===== config.mk =====
export PLATFORM = sky130hd
export DESIGN_NAME = four_pole_ladder_filter_flat
export DESIGN_NICKNAME = d
export VERILOG_FILES = /design/src/rtl/fpl_pkg.sv /design/src/rtl/fpl_ifs.sv /design/src/rtl/fpl_mul.sv /design/src/rtl/fpl_div.sv /design/src/rtl/fpl_seq.sv /design/src/rtl/four_pole_ladder_filter.sv /design/src/flat_wrapper.sv
export SDC_FILE = /design/constraint.sdc
export NUM_CORES = 2
export LEC_CHECK = 0
export ABC_AREA = 0
export ABC_CLOCK_PERIOD_IN_PS = 31100
export BUFFER_PORTS_ARGS = -buffer_cell sky130_fd_sc_hd__buf_2
export CORE_ASPECT_RATIO = 0.6
export CORE_UTILIZATION = 33
export DETAILED_ROUTE_END_ITERATION = 8
export SYNTH_ARGS = -nofsm -noshare
export SYNTH_HDL_FRONTEND = slang
export SYNTH_SLANG_ARGS = --single-unit

===== constraint.sdc =====
create_clock -name clk -period 31.1 [get_ports clk]
set_input_delay 6.22 -clock clk [delete_from_list [all_inputs] [get_ports clk]]
set_output_delay 6.22 -clock clk [all_outputs]
set_load 0.05 [all_outputs]

===== src/rtl/fpl_pkg.sv =====
package fpl_pkg;

  localparam int NUM_STAGES = 4;
  localparam int NUM_TAPS   = NUM_STAGES + 1;
  localparam int MODE_COUNT = 15;

  typedef logic signed [23:0] sample_t;
  typedef logic signed [23:0] coef_t;
  typedef logic signed [31:0] tap_t;
  typedef logic [3:0]         mode_t;
  typedef logic [2:0]         reg_idx_t;
  typedef logic signed [4:0]  weight_t;

  // register indexes
  localparam reg_idx_t REG_POLE_COEF     = 3'd0;
  localparam reg_idx_t REG_STAGE_GAIN    = 3'd1;
  localparam reg_idx_t REG_FEEDBACK_GAIN = 3'd2;
  localparam reg_idx_t REG_OUTPUT_GAIN   = 3'd3;
  localparam reg_idx_t REG_FILTER_MODE   = 3'd4;

  localparam coef_t RST_POLE_COEF     = -24'sd917890;
  localparam coef_t RST_STAGE_GAIN    = 24'sd130686;
  localparam coef_t RST_FEEDBACK_GAIN = 24'sd0;
  localparam coef_t RST_OUTPUT_GAIN   = 24'sd1048576;
  localparam mode_t RST_FILTER_MODE   = 4'd4;
  localparam mode_t MODE_RESERVED     = 4'd15;

  // multiplier operand A selects
  localparam logic [2:0] A_Y0  = 3'd0;
  localparam logic [2:0] A_Y1  = 3'd1;
  localparam logic [2:0] A_Y2  = 3'd2;
  localparam logic [2:0] A_Y3  = 3'd3;
  localparam logic [2:0] A_Y4  = 3'd4;
  localparam logic [2:0] A_SQ  = 3'd5;
  localparam logic [2:0] A_MLO = 3'd6;
  localparam logic [2:0] A_MHI = 3'd7;

  // multiplier operand B selects
  localparam logic [2:0] B_POLE = 3'd0;
  localparam logic [2:0] B_STG  = 3'd1;
  localparam logic [2:0] B_FB   = 3'd2;
  localparam logic [2:0] B_OUT  = 3'd3;
  localparam logic [2:0] B_WGT  = 3'd4;
  localparam logic [2:0] B_Y4   = 3'd5;

  // accumulator operations on the registered product
  localparam logic [2:0] ACC_HOLD  = 3'd0;
  localparam logic [2:0] ACC_LD    = 3'd1;
  localparam logic [2:0] ACC_ADD   = 3'd2;
  localparam logic [2:0] ACC_SUB   = 3'd3;
  localparam logic [2:0] ACC_LDX   = 3'd4;
  localparam logic [2:0] ACC_ADDSH = 3'd5;

  // writeback targets
  localparam logic [2:0] WB_Y0   = 3'd0;
  localparam logic [2:0] WB_Y1   = 3'd1;
  localparam logic [2:0] WB_Y2   = 3'd2;
  localparam logic [2:0] WB_Y3   = 3'd3;
  localparam logic [2:0] WB_Y4   = 3'd4;
  localparam logic [2:0] WB_OUT  = 3'd5;
  localparam logic [2:0] WB_NONE = 3'd7;

  typedef struct packed {
    logic [2:0] a_sel;
    logic [2:0] b_sel;
    logic [2:0] acc_op;
    logic [2:0] wb_sel;
    logic       div_start;
  } fpl_ctl_t;

  // tap mixing weights per mode
  localparam weight_t MIX_W [MODE_COUNT][NUM_TAPS] = '{
    '{ 5'sd1,  5'sd0,   5'sd0,   5'sd0,  5'sd0 },
    '{ 5'sd0,  5'sd1,   5'sd0,   5'sd0,  5'sd0 },
    '{ 5'sd0,  5'sd0,   5'sd1,   5'sd0,  5'sd0 },
    '{ 5'sd0,  5'sd0,   5'sd0,   5'sd1,  5'sd0 },
    '{ 5'sd0,  5'sd0,   5'sd0,   5'sd0,  5'sd1 },
    '{ 5'sd1, -5'sd1,   5'sd0,   5'sd0,  5'sd0 },
    '{ 5'sd1, -5'sd2,   5'sd1,   5'sd0,  5'sd0 },
    '{ 5'sd1, -5'sd3,   5'sd3,  -5'sd1,  5'sd0 },
    '{ 5'sd1, -5'sd4,   5'sd6,  -5'sd4,  5'sd1 },
    '{ 5'sd0,  5'sd2,  -5'sd2,   5'sd0,  5'sd0 },
    '{ 5'sd0,  5'sd0,   5'sd3,  -5'sd3,  5'sd0 },
    '{ 5'sd0,  5'sd0,   5'sd0,   5'sd4, -5'sd4 },
    '{ 5'sd0,  5'sd3,  -5'sd6,   5'sd3,  5'sd0 },
    '{ 5'sd0,  5'sd0,   5'sd4,  -5'sd8,  5'sd4 },
    '{ 5'sd0,  5'sd4, -5'sd12,  5'sd12, -5'sd4 }
  };

endpackage


===== src/rtl/fpl_ifs.sv =====
interface fpl_sample_in_if;
  import fpl_pkg::*;
  logic    valid;
  logic    ready;
  sample_t sample_in;
  modport source (output valid, output sample_in, input ready);
  modport sink (input valid, input sample_in, output ready);
endinterface

interface fpl_sample_out_if;
  import fpl_pkg::*;
  logic    valid;
  logic    ready;
  sample_t sample_out;
  modport source (output valid, output sample_out, input ready);
  modport sink (input valid, input sample_out, output ready);
endinterface

interface fpl_cfg_if;
  import fpl_pkg::*;
  logic     valid;
  logic     ready;
  reg_idx_t reg_index;
  coef_t    wdata;
  modport source (output valid, output reg_index, output wdata, input ready);
  modport sink (input valid, input reg_index, input wdata, output ready);
endinterface


===== src/rtl/fpl_mul.sv =====
module fpl_mul (
  input  logic                clk,
  input  logic signed [32:0]  a,
  input  logic signed [32:0]  b,
  output logic signed [65:0]  prod_r
);
  always_ff @(posedge clk) begin
    prod_r <= a * b;
  end
endmodule


===== src/rtl/fpl_div.sv =====
// Restoring divider: (num * 2^24) / den, num < den, truncated toward zero.
module fpl_div (
  input  logic               clk,
  input  logic               rst_n,
  input  logic               start,
  input  logic [31:0]        num,
  input  logic [38:0]        den,
  input  logic               neg,
  output logic               busy,
  output logic signed [24:0] quo
);
  localparam int QBITS = 24;

  logic [38:0] rem_r, rem_nxt;
  logic [38:0] den_r;
  logic [QBITS-1:0] q_r, q_nxt;
  logic [4:0]  cnt_r;
  logic        neg_r;
  logic        busy_r;
  logic [39:0] shifted;
  logic        fits;

  assign shifted = {rem_r, 1'b0};
  assign fits    = shifted >= {1'b0, den_r};

  always_comb begin
    rem_nxt = fits ? 39'(shifted - {1'b0, den_r}) : shifted[38:0];
    q_nxt   = {q_r[QBITS-2:0], fits};
  end

  always_ff @(posedge clk) begin
    if (!rst_n) begin
      busy_r <= 1'b0;
      cnt_r  <= '0;
    end else if (start) begin
      busy_r <= 1'b1;
      cnt_r  <= 5'(QBITS);
    end else if (busy_r) begin
      cnt_r <= cnt_r - 5'd1;
      if (cnt_r == 5'd1) begin
        busy_r <= 1'b0;
      end
    end
  end

  always_ff @(posedge clk) begin
    if (start) begin
      rem_r <= 39'(num);
      den_r <= den;
      q_r   <= '0;
      neg_r <= neg;
    end else if (busy_r) begin
      rem_r <= rem_nxt;
      q_r   <= q_nxt;
    end
  end

  assign busy = busy_r;
  assign quo  = neg_r ? -$signed({1'b0, q_r}) : $signed({1'b0, q_r});
endmodule


===== src/rtl/fpl_seq.sv =====
// Microprogram sequencer: one step per cycle, holding while the divider is busy
// or the output stalls; a product lands in the step after its operands issue.
module fpl_seq (
  input  logic                clk,
  input  logic                rst_n,
  input  logic                start,
  input  logic                div_busy,
  input  logic                out_stall,
  output logic                busy,
  output fpl_pkg::fpl_ctl_t   ctl
);
  import fpl_pkg::*;

  localparam logic ST_IDLE = 1'b0;
  localparam logic ST_RUN  = 1'b1;

  localparam logic [4:0] STEP_DIV_WAIT = 5'd2;
  localparam logic [4:0] STEP_LAST     = 5'd31;

  logic       state_r, state_nxt;
  logic [4:0] step_r, step_nxt;
  logic       advance;

  always_comb begin
    ctl       = '{a_sel: A_Y0, b_sel: B_POLE, acc_op: ACC_HOLD,
                  wb_sel: WB_NONE, div_start: 1'b0};
    advance   = 1'b1;
    if (state_r == ST_RUN) begin
      case (step_r)
        5'd0:  begin ctl.a_sel = A_Y4; ctl.b_sel = B_Y4; end
        5'd1:  ctl.div_start = 1'b1;
        STEP_DIV_WAIT: advance = !div_busy;
        5'd3:  begin ctl.a_sel = A_SQ; ctl.b_sel = B_FB; end
        5'd4:  ctl.acc_op = ACC_LDX;
        5'd5:  ctl.wb_sel = WB_Y0;
        5'd6:  begin ctl.a_sel = A_Y0; ctl.b_sel = B_STG; end
        5'd7:  begin ctl.a_sel = A_Y1; ctl.b_sel = B_POLE; ctl.acc_op = ACC_LD; end
        5'd8:  ctl.acc_op = ACC_SUB;
        5'd9:  ctl.wb_sel = WB_Y1;
        5'd10: begin ctl.a_sel = A_Y1; ctl.b_sel = B_STG; end
        5'd11: begin ctl.a_sel = A_Y2; ctl.b_sel = B_POLE; ctl.acc_op = ACC_LD; end
        5'd12: ctl.acc_op = ACC_SUB;
        5'd13: ctl.wb_sel = WB_Y2;
        5'd14: begin ctl.a_sel = A_Y2; ctl.b_sel = B_STG; end
        5'd15: begin ctl.a_sel = A_Y3; ctl.b_sel = B_POLE; ctl.acc_op = ACC_LD; end
        5'd16: ctl.acc_op = ACC_SUB;
        5'd17: ctl.wb_sel = WB_Y3;
        5'd18: begin ctl.a_sel = A_Y3; ctl.b_sel = B_STG; end
        // last stage feeds back its squashed old value
        5'd19: begin ctl.a_sel = A_SQ; ctl.b_sel = B_POLE; ctl.acc_op = ACC_LD; end
        5'd20: ctl.acc_op = ACC_SUB;
        5'd21: ctl.wb_sel = WB_Y4;
        5'd22: begin ctl.a_sel = A_Y0; ctl.b_sel = B_WGT; end
        5'd23: begin ctl.a_sel = A_Y1; ctl.b_sel = B_WGT; ctl.acc_op = ACC_LD; end
        5'd24: begin ctl.a_sel = A_Y2; ctl.b_sel = B_WGT; ctl.acc_op = ACC_ADD; end
        5'd25: begin ctl.a_sel = A_Y3; ctl.b_sel = B_WGT; ctl.acc_op = ACC_ADD; end
        5'd26: begin ctl.a_sel = A_Y4; ctl.b_sel = B_WGT; ctl.acc_op = ACC_ADD; end
        5'd27: ctl.acc_op = ACC_ADD;
        5'd28: begin ctl.a_sel = A_MLO; ctl.b_sel = B_OUT; end
        5'd29: begin ctl.a_sel = A_MHI; ctl.b_sel = B_OUT; ctl.acc_op = ACC_LD; end
        5'd30: ctl.acc_op = ACC_ADDSH;
        5'd31: begin
          advance    = !out_stall;
          ctl.wb_sel = out_stall ? WB_NONE : WB_OUT;
        end
        default: ctl.wb_sel = WB_NONE;
      endcase
    end
  end

  always_comb begin
    state_nxt = state_r;
    step_nxt  = step_r;
    case (state_r)
      ST_IDLE: begin
        if (start) begin
          state_nxt = ST_RUN;
          step_nxt  = '0;
        end
      end
      ST_RUN: begin
        if (advance) begin
          if (step_r == STEP_LAST) begin
            state_nxt = ST_IDLE;
          end else begin
            step_nxt = step_r + 5'd1;
          end
        end
      end
      default: state_nxt = ST_IDLE;
    endcase
  end

  always_ff @(posedge clk) begin
    if (!rst_n) begin
      state_r <= ST_IDLE;
      step_r  <= '0;
    end else begin
      state_r <= state_nxt;
      step_r  <= step_nxt;
    end
  end

  assign busy = (state_r == ST_RUN);
endmodule


===== src/rtl/four_pole_ladder_filter.sv =====
// Channel  Dir  Payload                          Transfer when
// in_ch    in   sample_in  (Q1.23)               in_ch.valid & in_ch.ready
// out_ch   out  sample_out (Q1.23, saturated)    out_ch.valid & out_ch.ready
// cfg_ch   in   reg_index, wdata                 cfg_ch.valid & cfg_ch.ready
//
// A sample is taken only while the sequencer is idle: two steps square y4 and
// start the divider, the sequencer waits on its 24 restoring iterations, then
// 29 steps run through the single 33x33 multiplier and its accumulator.
// rst_n (synchronous) clears the taps, the sequencer and loads the default
// coefficients. A result waits in the output register; the next sample is
// taken meanwhile and only its final write stalls until out_ch drains.
// cfg_ch is always ready.
module four_pole_ladder_filter (
  input  logic              clk,
  input  logic              rst_n,
  fpl_sample_in_if.sink     in_ch,
  fpl_sample_out_if.source  out_ch,
  fpl_cfg_if.sink           cfg_ch
);
  import fpl_pkg::*;

  // configuration registers
  coef_t pole_coef_r;
  coef_t stage_gain_r;
  coef_t feedback_gain_r;
  coef_t output_gain_r;
  mode_t filter_mode_r;

  // filter state and working registers
  tap_t                 y_r [NUM_TAPS];
  sample_t              x_r;
  logic signed [63:0]   acc_r, acc_nxt;
  sample_t              out_data_r;
  logic                 out_valid_r;

  fpl_ctl_t             ctl;
  logic                 seq_busy;
  logic                 div_busy;
  logic signed [24:0]   squash;
  logic signed [32:0]   mul_a, mul_b;
  logic signed [65:0]   prod_r;
  logic signed [63:0]   prod;
  logic [31:0]          y4_mag;
  logic [38:0]          den;
  weight_t              tap_weight;
  logic                 in_xfer;
  logic                 out_xfer;
  logic                 out_stall;
  tap_t                 wb_tap;
  sample_t              wb_out;

  // round half up by 2^20, clamp to 32 bits
  function automatic tap_t sat_rnd20(input logic signed [63:0] v);
    logic signed [63:0] r;
    r = (v + (64'sd1 <<< 19)) >>> 20;
    if (r > 64'sd2147483647) begin
      return 32'sh7fffffff;
    end else if (r < -64'sd2147483648) begin
      return 32'sh80000000;
    end
    return r[31:0];
  endfunction

  // round half up by 2^21, clamp to 24 bits
  function automatic sample_t sat_rnd21(input logic signed [63:0] v);
    logic signed [63:0] r;
    r = (v + (64'sd1 <<< 20)) >>> 21;
    if (r > 64'sd8388607) begin
      return 24'sh7fffff;
    end else if (r < -64'sd8388608) begin
      return 24'sh800000;
    end
    return r[23:0];
  endfunction

  assign in_xfer   = in_ch.valid && in_ch.ready;
  assign out_xfer  = out_valid_r && out_ch.ready;
  assign out_stall = out_valid_r && !out_ch.ready;

  assign in_ch.ready       = !seq_busy;
  assign out_ch.valid      = out_valid_r;
  assign out_ch.sample_out = out_data_r;
  assign cfg_ch.ready      = 1'b1;

  fpl_seq u_seq (
    .clk       (clk),
    .rst_n     (rst_n),
    .start     (in_xfer),
    .div_busy  (div_busy),
    .out_stall (out_stall),
    .busy      (seq_busy),
    .ctl       (ctl)
  );

  // squash divisor: 2^24 + floor(y4^2 / 2^24), product of step 0
  assign y4_mag = y_r[NUM_STAGES][31] ? (~y_r[NUM_STAGES] + 32'd1) : y_r[NUM_STAGES];
  assign den    = prod_r[62:24] + 39'h1000000;

  fpl_div u_div (
    .clk   (clk),
    .rst_n (rst_n),
    .start (ctl.div_start),
    .num   (y4_mag),
    .den   (den),
    .neg   (y_r[NUM_STAGES][31]),
    .busy  (div_busy),
    .quo   (squash)
  );

  // weight of the tap on operand A; only read for the tap selects
  always_comb begin
    tap_weight = '0;
    if (ctl.a_sel <= A_Y4) begin
      tap_weight = MIX_W[filter_mode_r][ctl.a_sel];
    end
  end

  always_comb begin
    case (ctl.a_sel)
      A_Y0:    mul_a = 33'(y_r[0]);
      A_Y1:    mul_a = 33'(y_r[1]);
      A_Y2:    mul_a = 33'(y_r[2]);
      A_Y3:    mul_a = 33'(y_r[3]);
      A_Y4:    mul_a = 33'(y_r[4]);
      A_SQ:    mul_a = 33'(squash);
      // mix split: low 19 bits unsigned, bits 37:19 signed
      A_MLO:   mul_a = $signed({14'd0, acc_r[18:0]});
      A_MHI:   mul_a = 33'($signed(acc_r[37:19]));
      default: mul_a = '0;
    endcase
  end

  always_comb begin
    case (ctl.b_sel)
      B_POLE:  mul_b = 33'(pole_coef_r);
      B_STG:   mul_b = 33'(stage_gain_r);
      B_FB:    mul_b = 33'(feedback_gain_r);
      B_OUT:   mul_b = 33'(output_gain_r);
      B_WGT:   mul_b = 33'(tap_weight);
      B_Y4:    mul_b = 33'(y_r[4]);
      default: mul_b = '0;
    endcase
  end

  fpl_mul u_mul (
    .clk    (clk),
    .a      (mul_a),
    .b      (mul_b),
    .prod_r (prod_r)
  );

  assign prod = $signed(prod_r[63:0]);

  always_comb begin
    case (ctl.acc_op)
      ACC_HOLD:  acc_nxt = acc_r;
      ACC_LD:    acc_nxt = prod;
      ACC_ADD:   acc_nxt = acc_r + prod;
      ACC_SUB:   acc_nxt = acc_r - prod;
      // input tap: sample_in * 2^21 - k * s
      ACC_LDX:   acc_nxt = (64'(x_r) <<< 21) - prod;
      ACC_ADDSH: acc_nxt = acc_r + (prod <<< 19);
      default:   acc_nxt = acc_r;
    endcase
  end

  assign wb_tap = sat_rnd20(acc_r);
  assign wb_out = sat_rnd21(acc_r);

  always_ff @(posedge clk) begin
    acc_r <= acc_nxt;
    if (in_xfer) begin
      x_r <= in_ch.sample_in;
    end
    if (ctl.wb_sel == WB_OUT) begin
      out_data_r <= wb_out;
    end
  end

  always_ff @(posedge clk) begin
    if (!rst_n) begin
      for (int i = 0; i < NUM_TAPS; i++) begin
        y_r[i] <= '0;
      end
    end else begin
      for (int i = 0; i < NUM_TAPS; i++) begin
        if (ctl.wb_sel == 3'(i)) begin
          y_r[i] <= wb_tap;
        end
      end
    end
  end

  always_ff @(posedge clk) begin
    if (!rst_n) begin
      out_valid_r <= 1'b0;
    end else begin
      if (out_xfer) begin
        out_valid_r <= 1'b0;
      end
      if (ctl.wb_sel == WB_OUT) begin
        out_valid_r <= 1'b1;
      end
    end
  end

  // config writes; a mode code of fifteen leaves the mode as it is
  always_ff @(posedge clk) begin
    if (!rst_n) begin
      pole_coef_r     <= RST_POLE_COEF;
      stage_gain_r    <= RST_STAGE_GAIN;
      feedback_gain_r <= RST_FEEDBACK_GAIN;
      output_gain_r   <= RST_OUTPUT_GAIN;
      filter_mode_r   <= RST_FILTER_MODE;
    end else if (cfg_ch.valid && cfg_ch.ready) begin
      case (cfg_ch.reg_index)
        REG_POLE_COEF:     pole_coef_r     <= cfg_ch.wdata;
        REG_STAGE_GAIN:    stage_gain_r    <= cfg_ch.wdata;
        REG_FEEDBACK_GAIN: feedback_gain_r <= cfg_ch.wdata;
        REG_OUTPUT_GAIN:   output_gain_r   <= cfg_ch.wdata;
        REG_FILTER_MODE: begin
          if (cfg_ch.wdata[3:0] != MODE_RESERVED) begin
            filter_mode_r <= cfg_ch.wdata[3:0];
          end
        end
        default: ;
      endcase
    end
  end
endmodule


===== src/flat_wrapper.sv =====
// flat-port wrapper written by rule: the top's interface ports become plain ports
module four_pole_ladder_filter_flat import fpl_pkg::*;
  (clk, rst_n, in_ch_valid, in_ch_sample_in, in_ch_ready, out_ch_valid, out_ch_sample_out, out_ch_ready, cfg_ch_valid, cfg_ch_reg_index, cfg_ch_wdata, cfg_ch_ready);
  fpl_sample_in_if in_ch_i ();
  fpl_sample_out_if out_ch_i ();
  fpl_cfg_if cfg_ch_i ();
  input  logic clk;
  input  logic rst_n;
  input wire logic [$bits(in_ch_i.valid)-1:0] in_ch_valid;
  input wire logic [$bits(in_ch_i.sample_in)-1:0] in_ch_sample_in;
  output wire logic [$bits(in_ch_i.ready)-1:0] in_ch_ready;
  output wire logic [$bits(out_ch_i.valid)-1:0] out_ch_valid;
  output wire logic [$bits(out_ch_i.sample_out)-1:0] out_ch_sample_out;
  input wire logic [$bits(out_ch_i.ready)-1:0] out_ch_ready;
  input wire logic [$bits(cfg_ch_i.valid)-1:0] cfg_ch_valid;
  input wire logic [$bits(cfg_ch_i.reg_index)-1:0] cfg_ch_reg_index;
  input wire logic [$bits(cfg_ch_i.wdata)-1:0] cfg_ch_wdata;
  output wire logic [$bits(cfg_ch_i.ready)-1:0] cfg_ch_ready;
  assign in_ch_i.valid = in_ch_valid;
  assign in_ch_i.sample_in = in_ch_sample_in;
  assign in_ch_ready = in_ch_i.ready;
  assign out_ch_valid = out_ch_i.valid;
  assign out_ch_sample_out = out_ch_i.sample_out;
  assign out_ch_i.ready = out_ch_ready;
  assign cfg_ch_i.valid = cfg_ch_valid;
  assign cfg_ch_i.reg_index = cfg_ch_reg_index;
  assign cfg_ch_i.wdata = cfg_ch_wdata;
  assign cfg_ch_ready = cfg_ch_i.ready;
  four_pole_ladder_filter u_core (.clk(clk), .rst_n(rst_n), .in_ch(in_ch_i), .out_ch(out_ch_i), .cfg_ch(cfg_ch_i));
endmodule

==> results list <==
- The run finished with clean final reports.
- The number of endpoints with negative hold slack in the final report was 0.
* Buffers & Inverters on Critical Path: 8
- In the final layout, the share of cells above drive strength 1 is 0.0588.
- In this run the clock root is driven by a sky130_fd_sc_hd__clkbuf_16.
* Worst min path class: reg2reg
- Via-to-Cell Ratio: ~5.6
- Max_slew headroom: 0.137
* Slowest stage cell, crit path: sky130_fd_sc_hd__o31ai_1
* Clock buffer count from CTS: 58
- The worst setup path is captured at a flop.
* Unrepaired setup endpoints after global routing: no
- In this run the deepest clock path goes through 3 buffers.
* Number of nets in the synthesized netlist: approximately 10000
- Number of nets in the layout: ~10000
- Number of warning messages in the yosys log: 0
- For this run, the detailed router's first-pass iteration total came to 9.
- The clock tree synthesis step divided the H-tree into 2 levels.
- In the synthesized netlist the async set-or-reset flop fraction comes to 0.
* Final clock period utilization by the worst path: 0.433
- Relative to the synthesized area, the layout overhead comes to 8.09%.
* Slew Limit Fails: 0
* Aggregate global-route resource usage: 0.245
- Summed over all instances, the cell type with the most area after synthesis is sky130_fd_sc_hd__fa_1.
* Number of synthesized flops with an enable pin: ~340
- Of the synthesized area, sequential elements account for 0.193.
- Setup TNS: 0 ns
- Syn Inst Count: approximately 8500
- The share of synthesized area in the top cell type comes to 0.296.
- Dividing the detail-routed wire length by the instance count gives 24.9 um.
- Combinational family with the most area after synthesis: adder cells
* Area of the core region: 0.226 mm2
* Row cnt: between 100 and 150
* Achievable Freq: approximately 0.074 GHz
- Mapped Area: approximately 0.075 mm2
- The detailed router finished its first iteration with roughly 7400 violations.
- Synth Register Bits: around 550
- Pin count of the biggest net entering global routing: about 110
- Die Footprint: 0.229 mm2
* Post-synthesis simple-gate area fraction: 0.147
* Clock period minus final worst setup slack: between 10 and 15 ns
- Distinct cell type count of the synthesized netlist: 98
* Skew final: 0.0697 ns
* Synth Area in Compound Gates: 0.137
* Sinks on the clock net: between 500 and 600
* Routed WL: around 280 mm
- Clock tree from TritonCTS: built
* Chip Width: just over 600 um
- By area the synthesized netlist is led by sky130_fd_sc_hd__fa_1 30%, sky130_fd_sc_hd__edfxtp_1 14%, sky130_fd_sc_hd__ha_1 7.3%.
* Worst path most repeated cell: sky130_fd_sc_hd__fa_1
* Die extent in y: ~370 um
- Number of gates resized after cts: 0
* Adder-cell share of the synthesized area: 0.369
- Post-route DRC violation count: 0
- Data on the critical path arrives at its endpoint at 14.08 ns.
* Setup violations, final: 0
- Worst endpoint required time: between 30 and 40 ns
- CP max stage delay: 1.04 ns
* Max-Cap Viols: 0
- After clock tree synthesis, the setup repair step added 0 buffers.
- Once detail routing completed, the nets flagged for antenna violations numbered 0.
- Post-synthesis xor/xnor area fraction: 0.0449
* I/O pins: 83
* Hold buffer count at cts: 0
- Kind of cell adding the most delay to the critical path: compound AO/OA/AOI/OAI gates
- The first global-routing pass estimated approximately 420 mm of wire.
- Among all flip-flop cells after synthesis, the most frequent one is sky130_fd_sc_hd__edfxtp_1.
- Crit path kind: reg2reg
* Largest driver fanout on the critical path: 26
- Count of vias placed by the detailed router: between 60000 and 70000
- Proportion of synthesized area in mux cells: 0.0178
- At the end of routability-driven placement, the weighted congestion stood at approximately 0.99.
* Actual slew at the worst max-slew pin: about 1.3 ns
* Final HPWL DP: roughly 230 mm
- The average instance in the mapped netlist occupies ~8.9 um2.
* Number of global-route vias before repair: 62000
- Final global-route overflow total: 0
- The initial antenna violation count is 33.
* Worst Setup Start Kind: flop
- The later pin in the worst-skew pair is clocked with a latency of about 0.7 ns.
- Clock-pin slew was measured on the worst setup and hold paths at around 0.06 ns.
- Port-buffer cells: 81
* Initial standard-cell utilization of the core: 0.332
[sequential cells by signal, summed over array words and instances (netlist names)]
signal                    count
u_core.y_r                  160
u_core.acc_r                 64
u_core.u_mul.prod_r          64
u_core.u_div.den_r           39
u_core.u_div.rem_r           39
u_core.feedback_gain_r       24
u_core.out_ch.sample_out     24
u_core.output_gain_r         24
u_core.pole_coef_r           24
u_core.stage_gain_r          24
u_core.u_div.q_r             24
u_core.x_r                   24
u_core.u_div.cnt_r            5
u_core.u_seq.step_r           5
u_core.filter_mode_r          4
u_core.out_ch.valid           1
u_core.u_div.busy             1
u_core.u_div.neg_r            1
u_core.u_seq.busy             1
[kinds of logic after synthesis]
| kind of cell | after synthesis |
|---|---|
| and+or+nand+nor | 2515 |
| buffers and inverters | 1789 |
| adders and majority gates | 1549 |
| AOI/OAI and AO/OA | 1549 |
| DFF | 552 |
| xor gates and xnor gates | 385 |
| muxes | 130 |
| other | 1 |
[synthesized netlist by cell type, types with 61 or more instances]
cell type,count
sky130_fd_sc_hd__dfxtp_1,208
sky130_fd_sc_hd__a21oi_1,393
sky130_fd_sc_hd__a21o_1,177
sky130_fd_sc_hd__a211oi_1,77
sky130_fd_sc_hd__inv_1,1356
sky130_fd_sc_hd__nand2_1,1126
sky130_fd_sc_hd__nand3_1,154
sky130_fd_sc_hd__clkbuf_1,373
sky130_fd_sc_hd__a22oi_1,61
sky130_fd_sc_hd__xnor2_1,224
sky130_fd_sc_hd__and2_1,73
sky130_fd_sc_hd__nor3_1,76
sky130_fd_sc_hd__edfxtp_1,344
sky130_fd_sc_hd__fa_1,1109
sky130_fd_sc_hd__xor2_1,161
sky130_fd_sc_hd__nand2b_1,70
sky130_fd_sc_hd__ha_1,440
sky130_fd_sc_hd__and3_1,65
sky130_fd_sc_hd__o21ai_0,258
sky130_fd_sc_hd__a21boi_0,85
sky130_fd_sc_hd__nand4_1,68
sky130_fd_sc_hd__nor2_1,717
sky130_fd_sc_hd__mux2i_1,100
[layer usage]
metal | track usage | vias to the layer above | part of all wire
met5 | 0.00372 | - | 0.00074
met1 | 0.383 | 32100 | 0.47
met4 | 0.0427 | 16 | 0.019
met3 | 0.0846 | 369 | 0.14
met2 | 0.317 | 3610 | 0.37
li1 | - | 27400 | -
[stage by stage]
stage | cells | utilization | hold slack, ns | setup slack [ns] | area (um2)
2_1_floorplan | 8470 | - | 0.437 | 20.18 | 75100
3_3_place_gp | 11300 | 0.351 | 0.451 | 18.15 | 79200
3_5_place_dp | 11300 | 0.351 | 0.457 | 18.23 | 79200
4_1_cts | 11400 | 0.359 | 0.468 | 18.11 | 81100
5_1_grt | 11400 | 0.359 | 0.486 | 17.09 | 81100
6_report | 11400 | 0.359 | 0.466 | 17.63 | 81100
[worst paths after layout]
kind                            slack [ns]                       start                          to  cells past startpoint
worst max-delay path                 17.63      u_core.u_seq.step_r[4]     u_core.u_mul.prod_r[60]                     38
worst min-delay path                  0.47  u_core.feedback_gain_r[23]  u_core.feedback_gain_r[23]                      2
worst max register to register       17.63      u_core.u_seq.step_r[4]     u_core.u_mul.prod_r[60]                     38
worst min register to register        0.47  u_core.feedback_gain_r[23]  u_core.feedback_gain_r[23]                      2
[worst min-delay path, delay by kind of cell, from the launching register on]
kind             cells  cell delay [ns]
flip-flops           1             0.31
AO/OA/AOI/OAI        1             0.06
AND/OR/NAND/NOR      1             0.05
[cells in the final DEF (no fill, tap or decap), drive strengths merged, types with 15 or more instances in the layout]
master	instances
a211oi	77
a21boi	87
a21o	177
a21oi	395
a221oi	30
a22oi	61
a31oi	55
and2	75
and3	66
buf	244
clkbuf	73
clkinv	17
dfxtp	208
edfxtp	344
fa	1109
ha	440
inv	1367
mux2	30
mux2i	100
nand2	1126
nand2b	70
nand3	154
nand4	70
nor2	717
nor2b	37
nor3	76
nor4	22
o211ai	36
o21a	36
o21ai	263
o21bai	44
o221ai	23
o22a	24
o22ai	38
o31ai	38
or2	24
or3	22
or4	15
xnor2	224
xor2	161
[cell type report]
cell class | instances | area [um2]
inverter | 1358 | 5100
fill | 23000 | 145000
antenna | 9 | 22.5
timing repair buffer | 244 | 1630
sequential | 552 | 14500
tap | 3014 | 3770
clock inverter | 35 | 349
clock buffer | 73 | 1600
multi-input combinational | 6129 | 54200
Power is left out: the tool's default activity adds up to more than one toggle a clock period on the data nets, which glitch-free logic cannot reach.
